[src/double_ended_queue_macros.svh]
// Assertion macros for the double-ended queue.
// Used by the top level; needs a clock named clock and a reset named reset.
`ifndef DOUBLE_ENDED_QUEUE_MACROS_SVH
`define DOUBLE_ENDED_QUEUE_MACROS_SVH

// same-cycle implication
`define DEQ_ASSERT_IMPL(label, cond, conseq) \
   label: assert property (@(posedge clock) disable iff (reset) (cond) |-> (conseq)) \
      else $error("deque assertion failed");

// next-cycle implication
`define DEQ_ASSERT_NEXT(label, cond, conseq) \
   label: assert property (@(posedge clock) disable iff (reset) (cond) |=> (conseq)) \
      else $error("deque assertion failed");

`endif

[src/deq_pkg.sv]
// Shared codes and command type for the double-ended queue.
// No dependencies; used by deq_ctrl, deq_datapath and the top level.
package deq_pkg;

   localparam logic [1:0] FUNC_PUSH_RIGHT = 2'd0;
   localparam logic [1:0] FUNC_PUSH_LEFT  = 2'd1;
   localparam logic [1:0] FUNC_POP_RIGHT  = 2'd2;
   localparam logic [1:0] FUNC_POP_LEFT   = 2'd3;

   localparam logic [1:0] STATUS_DONE      = 2'd0;
   localparam logic [1:0] STATUS_OVERFLOW  = 2'd1;
   localparam logic [1:0] STATUS_UNDERFLOW = 2'd2;

   typedef struct packed {
      logic load;   // capture the request word
      logic exec;   // update indices, access slot store
   } deq_cmd_type;

endpackage

[src/deq_ctrl.sv]
// Controller for the double-ended queue: sequences load, execute, respond.
// Depends on deq_pkg for the command type.
module deq_ctrl (
   input  logic                 clock,
   input  logic                 reset,
   input  logic                 req_valid,
   output logic                 req_ready,
   output logic                 rsp_valid,
   input  logic                 rsp_ready,
   output deq_pkg::deq_cmd_type cmd
);
   import deq_pkg::*;

   localparam logic [1:0] ST_IDLE = 2'd0;
   localparam logic [1:0] ST_EXEC = 2'd1;
   localparam logic [1:0] ST_RESP = 2'd2;

   logic [1:0] state_ff;
   logic [1:0] state_in;

   assign req_ready = (state_ff == ST_IDLE);
   assign rsp_valid = (state_ff == ST_RESP);
   assign cmd.load  = req_valid && req_ready;
   assign cmd.exec  = (state_ff == ST_EXEC);

   always_comb begin
      state_in = state_ff;
      case (state_ff)
         ST_IDLE: begin
            if (req_valid) state_in = ST_EXEC;
         end
         ST_EXEC: begin
            state_in = ST_RESP;
         end
         ST_RESP: begin
            if (rsp_ready) state_in = ST_IDLE;
         end
         default: begin
            state_in = ST_IDLE;
         end
      endcase
   end

   always_ff @(posedge clock) begin
      if (reset) state_ff <= ST_IDLE;
      else       state_ff <= state_in;
   end

endmodule

[src/deq_datapath.sv]
// Datapath for the double-ended queue: end indices, slot store, result word.
// Depends on deq_pkg for operation and status codes and the command type.
module deq_datapath #(
   parameter int DEPTH = 16
) (
   input  logic                 clock,
   input  logic                 reset,
   input  deq_pkg::deq_cmd_type cmd,
   input  logic [1:0]           req_func,
   input  logic signed [31:0]   req_push_value,
   output logic signed [31:0]   rsp_pop_value,
   output logic [1:0]           rsp_status
);
   import deq_pkg::*;

   // indices are kept offset by one so that -1 .. DEPTH-1 maps to 0 .. DEPTH
   localparam int IW = $clog2(DEPTH + 1);
   localparam int AW = $clog2(DEPTH);
   localparam logic [IW-1:0] CENTER = IW'(DEPTH / 2 + 1);
   localparam logic [IW-1:0] LIMIT  = IW'(DEPTH);
   localparam logic [IW-1:0] ONE    = IW'(1);

   logic [1:0]        func_ff;
   logic [31:0]       value_ff;
   logic [IW-1:0]     left_ff, left_in;
   logic [IW-1:0]     right_ff, right_in;
   logic [1:0]        status_ff, status_in;
   logic [31:0]       rd_ff;
   logic              wr_en;
   logic [IW-1:0]     slot_idx;
   logic              empty;

   logic [31:0] mem [DEPTH];

   assign empty = (left_ff == right_ff);

   always_comb begin
      left_in   = left_ff;
      right_in  = right_ff;
      status_in = STATUS_DONE;
      wr_en     = 1'b0;
      slot_idx  = right_ff;
      case (func_ff)
         FUNC_PUSH_RIGHT: begin
            slot_idx = right_ff;
            if (right_ff == LIMIT) begin
               status_in = STATUS_OVERFLOW;
            end else begin
               wr_en    = 1'b1;
               right_in = right_ff + ONE;
            end
         end
         FUNC_PUSH_LEFT: begin
            slot_idx = left_ff - ONE;
            if (left_ff == '0) begin
               status_in = STATUS_OVERFLOW;
            end else begin
               wr_en   = 1'b1;
               left_in = left_ff - ONE;
            end
         end
         FUNC_POP_RIGHT: begin
            slot_idx = right_ff - ONE;
            if (empty) status_in = STATUS_UNDERFLOW;
            else       right_in  = right_ff - ONE;
         end
         default: begin
            // pop left: slot just right of the left index
            slot_idx = left_ff;
            if (empty) status_in = STATUS_UNDERFLOW;
            else       left_in   = left_ff + ONE;
         end
      endcase
   end

   always_ff @(posedge clock) begin
      if (cmd.load) begin
         func_ff  <= req_func;
         value_ff <= req_push_value;
      end
      if (cmd.exec) begin
         status_ff <= status_in;
      end
   end

   // slot store; read data is masked unless a pop succeeded
   always_ff @(posedge clock) begin
      if (cmd.exec) begin
         if (wr_en) mem[AW'(slot_idx)] <= value_ff;
         rd_ff <= mem[AW'(slot_idx)];
      end
   end

   always_ff @(posedge clock) begin
      if (reset) begin
         left_ff  <= CENTER;
         right_ff <= CENTER;
      end else if (cmd.exec) begin
         left_ff  <= left_in;
         right_ff <= right_in;
      end
   end

   assign rsp_status    = status_ff;
   assign rsp_pop_value = (func_ff[1] && status_ff == STATUS_DONE) ? rd_ff : '0;

endmodule

[src/double_ended_queue.sv]
// Top level of the double-ended queue: controller plus datapath.
// Depends on deq_pkg, deq_ctrl, deq_datapath and the assertion macro header.
//
//   channel | direction | handshake            | word
//   req     | in        | req_valid/req_ready  | req_func, req_push_value
//   rsp     | out       | rsp_valid/rsp_ready  | rsp_pop_value, rsp_status
//
// Each word goes through accept, index update and slot store access
// (registered read), then the result word is offered.
// One word is in flight at a time; req_ready is low until the result is taken.
// A stalled rsp_ready holds the result and the block.
// Synchronous reset recenters both end indices; slot contents are not cleared.
`include "double_ended_queue_macros.svh"

module double_ended_queue #(
   parameter int DEPTH = 16
) (
   input  logic               clock,
   input  logic               reset,
   input  logic               req_valid,
   output logic               req_ready,
   input  logic [1:0]         req_func,
   input  logic signed [31:0] req_push_value,
   output logic               rsp_valid,
   input  logic               rsp_ready,
   output logic signed [31:0] rsp_pop_value,
   output logic [1:0]         rsp_status
);
   import deq_pkg::*;

   deq_cmd_type cmd;

   deq_ctrl u_ctrl (
      .clock     (clock),
      .reset     (reset),
      .req_valid (req_valid),
      .req_ready (req_ready),
      .rsp_valid (rsp_valid),
      .rsp_ready (rsp_ready),
      .cmd       (cmd)
   );

   deq_datapath #(
      .DEPTH (DEPTH)
   ) u_datapath (
      .clock          (clock),
      .reset          (reset),
      .cmd            (cmd),
      .req_func       (req_func),
      .req_push_value (req_push_value),
      .rsp_pop_value  (rsp_pop_value),
      .rsp_status     (rsp_status)
   );

   `DEQ_ASSERT_IMPL(a_no_overlap, rsp_valid, !req_ready)
   `DEQ_ASSERT_NEXT(a_accept_busy, req_valid && req_ready, !req_ready && !rsp_valid)
   `DEQ_ASSERT_IMPL(a_status_code, rsp_valid, rsp_status <= STATUS_UNDERFLOW)
   `DEQ_ASSERT_IMPL(a_fail_zero, rsp_valid && rsp_status != STATUS_DONE, rsp_pop_value == 32'sd0)

endmodule

[config.mk]
export PLATFORM = sky130hd
export DESIGN_NAME = double_ended_queue
export DESIGN_NICKNAME = d
export VERILOG_FILES = /design/src/deq_pkg.sv /design/src/deq_ctrl.sv /design/src/deq_datapath.sv /design/src/double_ended_queue.sv
export VERILOG_INCLUDE_DIRS = /design/src /design/src/src
export SDC_FILE = /design/constraint.sdc
export NUM_CORES = 1
export LEC_CHECK = 0
export BUFFER_PORTS_ARGS = -buffer_cell sky130_fd_sc_hd__buf_4
export CAP_MARGIN = 0
export CELL_PAD_IN_SITES_DETAIL_PLACEMENT = 1
export CELL_PAD_IN_SITES_GLOBAL_PLACEMENT = 1
export CORE_AREA = 2 2 202 204
export CTS_CLUSTER_DIAMETER = 80
export DETAILED_ROUTE_END_ITERATION = 8
export DIE_AREA = 0 0 204 206
export PLACE_DENSITY = 0.81
export RECOVER_POWER = 100
export SLEW_MARGIN = 15
export SYNTH_ARGS = -nofsm -noshare
export SYNTH_HDL_FRONTEND = slang
export SYNTH_SLANG_ARGS = --single-unit
[constraint.sdc]
create_clock -name clock -period 8.1 [get_ports clock]
set_input_delay 1.215 -clock clock [delete_from_list [all_inputs] [get_ports clock]]
set_output_delay 1.215 -clock clock [all_outputs]
set_load 0.05 [all_outputs]
## Word level (Yosys, flattened, before mapping)

Memory sizes are Yosys's and may differ from the RTL's. A register that Yosys moved wholly into a read port is not among the register bits.
Index checks and enable logic that the tools add are counted.

| word-level totals | value |
|---|---|
| memories | 1 |
| input bits | 38 |
| output and inout port bits | 36 |
| bits in registers | 48 |
| RAM bits | 512 |
| word-level logic and storage cells | 56 |

Memory list:

| name | depth | width | rd ports | clocked after Yosys merged registers in | write ports | line | source |
|---|---|---|---|---|---|---|---|
| u_datapath.mem | 16 | 32 | 1 | 1 | 1 | deq_datapath.sv:33 | `logic [31:0] mem [DEPTH];` |

| cells by class | value |
|---|---|
| mux-type cells | 21 |
| equal/unequal tests | 12 |
| reductions and logical operators | 11 |
| $add $sub $neg | 4 |
| bitwise logic cells | 1 |

Operator list:

| kind | count |
|---|---|
| $mux 32 | 1 |
| $mux 5 | 4 |
| $pmux 5 s2 | 2 |
| $pmux 4 s3 | 1 |
| $add 5x1->5 const B | 2 |
| $ne 2x2->1 const B | 5 |
| $sub 5x1->5 const B | 2 |
| $reduce_and 4->1 | 2 |
| $mux 1 | 7 |
| $logic_not 2->1 | 3 |
| $mux 2 | 3 |
| $pmux 2 s3 | 1 |
| $eq 5x5->1 | 1 |
| $eq 5x5->1 const B | 1 |
| $logic_not 5->1 | 1 |
| $eq 2x1->1 const B | 2 |
| $eq 2x2->1 const B | 2 |
| $pmux 2 s2 | 1 |
| $logic_and 1x1->1 | 2 |
| $ne 2x1->1 const B | 1 |
| $pmux 1 s2 | 1 |
| $reduce_and 2->1 | 1 |
| $reduce_bool 2->1 | 1 |
| $reduce_or 2->1 | 1 |
| $not 1->1 | 1 |

## Longest topological paths before layout

| logic depth | value |
|---|---|
| depth in word-level cells | 6 |
| gate-level depth with buffers | 12 |
| mapped depth without buffers | 8 |

## Hierarchy

Synthesis repeated with hierarchy kept, for this count alone.

| second synthesis, totals | value |
|---|---|
| cells, all modules | 1,448 |
| area, all modules | 25,911.1 um^2 |

Modules (own cells, without submodules):

| module | cells each | area each (um^2) | sequential area each (um^2) | times used |
|---|---|---|---|---|
| deq_datapath | 1,438 | 25,803.5 | 17,616.9 | 1 |
| deq_ctrl | 10 | 107.6 | 40.0 | 1 |

## Worst setup path after synthesis

No wires, ideal clock.

| timing | value |
|---|---|
| path type | register to register |
| start point | reg u_datapath.right_ff[0] |
| end point | mem u_datapath.mem[0][0], enable pin |
| buffers on the path | 3 |
| slack | 4.430 ns |
| arrival time | 3.249 ns |
| clock period less this slack | 3.670 ns |
| library setup time | 0.421 ns |
| stages on the path, launching flop included | 11 |
| required time | 7.679 ns |
| cell sequence | dfxtp_1 > inv_1 > ha_1 > nand2_1 > xor2_1 > mux2i_1 > buf_2 > buf_2 > buf_2 > or2_2 > nor2_1 |

| between the ends | value |
|---|---|
| word-level cells in the longest chain between the ends | 6 |
| elaborated cells between the ends (all ways) | 8 |
| classes of those cells | add/sub: 1; eq/ne: 1; mux: 6 |

RTL lines:

| element | line | source |
|---|---|---|
| from (decl) | deq_datapath.sv:26 | `logic [IW-1:0] right_ff, right_in;` |
| from (signal assigned) | deq_datapath.sv:100 | `right_ff <= right_in;` |
| $eq 5x5->1 | deq_datapath.sv:46 | `if (right_ff == LIMIT) begin` |
| $mux 1 | deq_datapath.sv:46 |  |
| $pmux 1 s2 | deq_datapath.sv:43 | `case (func_ff)` |
| $mux 1 | deq_datapath.sv:89 | `if (wr_en) mem[AW'(slot_idx)] <= value_ff;` |
| $mux 1 | deq_datapath.sv:88 | `if (cmd.exec) begin` |
| $mux 1 (implied by the code) | deq_datapath.sv:89 |  |
| to (decl) | deq_datapath.sv:33 |  |

Parallel ways exist; a longest one is shown, timed or not.

## Worst setup path in the final report

| timing | value |
|---|---|
| start point | reg u_datapath.left_ff[0] |
| end point | mem u_datapath.mem[4][15], enable pin |

| between the ends | value |
|---|---|
| word-level cells in the longest chain between the ends | 6 |
| elaborated cells between the ends (all ways) | 8 |
| classes of those cells | add/sub: 1; mux: 6; reduce/logical: 1 |

RTL lines:

| element | line | source |
|---|---|---|
| from (decl) | deq_datapath.sv:25 | `logic [IW-1:0] left_ff, left_in;` |
| from (signal assigned) | deq_datapath.sv:99 | `left_ff <= left_in;` |
| $logic_not 5->1 | deq_datapath.sv:55 | `if (left_ff == '0) begin` |
| $mux 1 | deq_datapath.sv:55 |  |
| $pmux 1 s2 | deq_datapath.sv:43 |  |
| $mux 1 | deq_datapath.sv:89 |  |
| $mux 1 | deq_datapath.sv:88 |  |
| $mux 1 (implied by the code) | deq_datapath.sv:89 |  |

Parallel ways exist; a longest one is shown, timed or not.

==> results.txt <==
- The run finished, with violations left.
- The final reports fail on max-capacitance violations, max-slew violations.
- Cell Area, Synth: 22760 um^2
- The startpoint identified for the worst register-to-register timing path is u_datapath.left_ff[0].
* Total global routing track utilization: 28.10%
* Share of synthesized cell area in full adder, half adder and majority cells: 0.3298%
* Die boundary height: 206 um
- Counting flops with a built-in enable in the synthesized netlist gives 580.
* Max Fclk: 180.2 MHz
- The worst register-to-register path ends at u_datapath.mem[4][15].
* FFs w/ async S/R, synth: 0%
- Summing the sequential cell areas from Yosys gives 77.56% of the chip area.
* Mean post-synth cell area: 18.43 um^2
- RSZ-0062 raised after global routing: false
* Final period util: 68.51%
- Post-Layout Inst Area: 25700 um^2
- STA classifies the critical path startpoint as a register.
* Worst Path Class, Setup: reg2reg
- Area of the multi-input gates: 4730 um^2
- In this run the static leakage power is 0.007888 uW.
- After synthesis the netlist holds a flip-flop and latch count of 592.
* Largest family of logic cells by synthesized area: multiplexers
* Most frequently used flop master after synthesis: sky130_fd_sc_hd__edfxtp_1
* Initial standard-cell utilization of the core: 56.65%
* Wire length of the first global-routing pass: 84200 um
- Detailed placement ended at an HPWL of 28970 um.
* DR vias: 12060
- TNS Setup: 0 ps
- Max-cap violations in this run came to 20.
- Number of optimization iterations in the first detailed-route pass: 5
- No sink is reached through more buffers than the 3 on the longest clock path.
- TritonCTS built the clock tree.
* Total count of hold-check failures in the final report: 0
- Clock power frac: 42.8%
- Summing the areas of all compound-gate instances in the mapped netlist gives 4.133% of the synthesized area.
- After the last flow step, the layout net total stands at 1373.
* Routed wire per std cell: 30.18 um
- The later pin in the worst-skew pair is clocked with a latency of 630 ps.
- In the synthesized netlist, mux cells make up 11.64% of the area.
- Global routing finished with a remaining overflow of 0.
- After floorplanning, the core was divided into 74 placement rows.
- Setup slack, reg-to-reg: 2550 ps
* Portion of synthesized cell area occupied by the leading cell type: 76.51%
- The post-route netlist has 12.48% of its cells at a drive strength greater than 1.
- CP endpoint: u_datapath.mem[4][15]
- For the worst setup path, the data required time is 8300 ps.
* Diodes inserted: 0
- Library cell with the largest summed area after synthesis: sky130_fd_sc_hd__edfxtp_1
- Clock-pin slew was measured on the worst setup and hold paths at 60 ps.
- The analysis attributes to net switching a power of 1410 uW.
- Worst vdd ir: 217.8 uV
- Hold buffer count at CTS: 0
- Area taken by flip-flops and latches: 17660 um^2
- Clock root buffer: sky130_fd_sc_hd__clkbuf_16
- For the final database, setup skew stands at 19.07 ps.
- Number of nets produced by synthesis: 1279
* Number of buffers inserted during clock tree synthesis: 58
- Fill cells in the final layout number 3423.
- In this run the power density over the cells is 257.0 nW/um^2.
- The via count of the first global-routing pass was 12840.
* DR DRC count: 0
* Post-detailed-routing wire length: 57640 um
- Of the total power, combinational logic draws 4.4%.
- Postcts setup bufs: 0
- The total count of max-transition violations in the final report was 531.
* Warnings from Yosys: 0
* Die W: 204 um
* Largest driver fanout on the critical path: 107
* IO Pins: 74
- Fraction of power spent switching nets: 21.34%
- The number of placed instances, taps included, is 1801.
- Fraction of power consumed by sequential logic: 52.8%
- Area growth from synthesis to final layout: 12.91%
- Leading cell types by total area after synthesis: sky130_fd_sc_hd__edfxtp_1 77%, sky130_fd_sc_hd__mux2i_1 11%, sky130_fd_sc_hd__o22ai_1 3.5%, sky130_fd_sc_hd__dfxtp_1 1.1%, sky130_fd_sc_hd__or4_1 1.1%
* Largest net degree at the start of global routing: 108
* Average vias per placed instance: 6.316
- The H-tree was split into 2 levels.
- Normalized max-slew margin: -112.1%
- The worst setup path is captured at a register.
* PortBufs: 73
- CTS resizes: 0
* Placeable core region: 40180 um^2
* Antenna violations before repair: 1
- Antenna-violating nets left: 0
- Top cell types by occurrence after synthesis: 580 x sky130_fd_sc_hd__edfxtp_1, 261 x sky130_fd_sc_hd__mux2i_1, 128 x sky130_fd_sc_hd__o22ai_1
- Non-Filler Instances: 1910
* Worst min-delay path category: reg2reg
- Crit path arrival time: 5750 ps
- Synthesis handed over a netlist of 1235 instances.
- Count of clock tree sinks: 592
- After detailed placement, the total cell area comes to 23960 um^2.
- Slew at the pin closest to its max-slew limit: 3182 ps
* Die Outline Area: 42020 um^2
- The first routing iteration left 1222 violations.
- After Yosys synthesis, and, or, nand and nor cells account for 3.853% of the synthesized area.
- Time the worst path needs with I/O delays and setup: 5550 ps
- At the end of routability-driven placement, the weighted congestion stood at 0.7426.
- Cell internal pwr: 5197 uW
- Power Total: 6606 uW
- Utilization after layout: 63.96%
- The most common cell in the synthesized netlist is sky130_fd_sc_hd__edfxtp_1.
* Fraction of synthesized cell area in xor and xnor cells: 0.6925%
* Number of endpoints failing setup at the final stage: 0
- The number of cells on the worst reg-to-reg path is 9.
- Launch point of the critical path: u_datapath.left_ff[0]
- The netlist uses 44 different library cells.
## layer usage
layer  track usage (%)  share of wire (%)  vias to the layer above  wire, um
met1             36.46                 39                     6236     22280
met5                 0                  0                        -         0
met3             4.447                7.2                      133      4141
met4             11.80                3.4                        0      1983
met2             47.64                 51                      540     29240
li1                  -                  -                     5154         -
## kinds of logic after synthesis
kind of cell	count (synthesis)
AO/OA/AOI/OAI	148
XOR/XNOR	18
adder cells (fa/ha/maj)	6
buffers and inverters	72
flip-flops	592
multiplexers	264
AND/OR/NAND/NOR	135
## worst max-delay path, stage by stage (launching register included)
cell                       delay [ps]
sky130_fd_sc_hd__dfxtp_1          540
sky130_fd_sc_hd__inv_2            100
sky130_fd_sc_hd__ha_1             240
sky130_fd_sc_hd__nor2b_1          150
sky130_fd_sc_hd__xnor2_1          180
sky130_fd_sc_hd__mux2i_4          190
sky130_fd_sc_hd__buf_12           570
sky130_fd_sc_hd__nand2_1          250
sky130_fd_sc_hd__nor2_1          1140
sky130_fd_sc_hd__clkbuf_1        1670
## flip-flops by register name, summed over array words and instances (netlist names)
| register | cells |
|---|---|
| u_ctrl.state_ff | 2 |
| u_datapath.func_ff | 2 |
| u_datapath.left_ff | 5 |
| u_datapath.mem | 512 |
| u_datapath.rd_ff | 32 |
| u_datapath.right_ff | 5 |
| u_datapath.rsp_status | 2 |
| u_datapath.value_ff | 32 |
## cells in the final DEF (no fill, tap or decap), types with 6 or more instances in the layout
cell                        instances
sky130_fd_sc_hd__clkbuf_1          49
sky130_fd_sc_hd__buf_4             37
sky130_fd_sc_hd__or4_1             32
sky130_fd_sc_hd__and2_0            29
sky130_fd_sc_hd__nor2_1            22
sky130_fd_sc_hd__xnor2_1            9
sky130_fd_sc_hd__nand2_1            7
sky130_fd_sc_hd__xor2_1             9
sky130_fd_sc_hd__clkbuf_4          31
sky130_fd_sc_hd__clkinv_1           6
sky130_fd_sc_hd__edfxtp_1         580
sky130_fd_sc_hd__o22ai_1          128
sky130_fd_sc_hd__ha_1               6
sky130_fd_sc_hd__dfxtp_1           12
sky130_fd_sc_hd__nand2b_1           9
sky130_fd_sc_hd__bufinv_16         10
sky130_fd_sc_hd__clkinv_2          11
sky130_fd_sc_hd__mux2i_1          260
sky130_fd_sc_hd__clkbuf_16         59
## power by group through the flow
stage | Sequential (uW) | Combinational (uW) | Clock [uW]
6_report | 3490 | 292 | 2830
5_1_grt | 3490 | 312 | 2950
4_1_cts | 3480 | 301 | 2860
3_5_place_dp | 3550 | 296 | 0
3_3_place_gp | 3540 | 284 | 0
2_1_floorplan | 3520 | 192 | 0
## area by class of cell
| cell class | count | area share (%) |
|---|---|---|
| inverters | 6 | 0.08763 |
| multi-input cells | 571 | 18.40 |
| repair buffers | 100 | 2.517 |
| well taps | 532 | 2.590 |
| clock inverters | 31 | 1.645 |
| clock buffers | 78 | 6.061 |
| flip-flops and latches | 592 | 68.70 |
## metrics by stage
step | hold WS (ps) | setup slack (ps)
after floorplan | 482.2 | 4430
after global placement | 501.6 | 4046
after detailed placement | 524.0 | 3912
after CTS | 532.9 | 3834
after global routing | 559.9 | 2332
final | 525.9 | 2550
## worst min-delay path by stage
stage / start / end / slack [ps] / cells after the start
2_1_floorplan: u_datapath.right_ff[4] / u_datapath.right_ff[4] / 480 / 2
3_3_place_gp: u_datapath.right_ff[4] / u_datapath.right_ff[4] / 500 / 2
3_5_place_dp: u_datapath.right_ff[4] / u_datapath.right_ff[4] / 520 / 2
4_1_cts: u_datapath.right_ff[4] / u_datapath.right_ff[4] / 530 / 2
5_1_grt: u_datapath.right_ff[4] / u_datapath.right_ff[4] / 560 / 2
6_report: u_datapath.right_ff[4] / u_datapath.right_ff[4] / 530 / 2
Note: power is estimated with default switching activity, not from simulation.
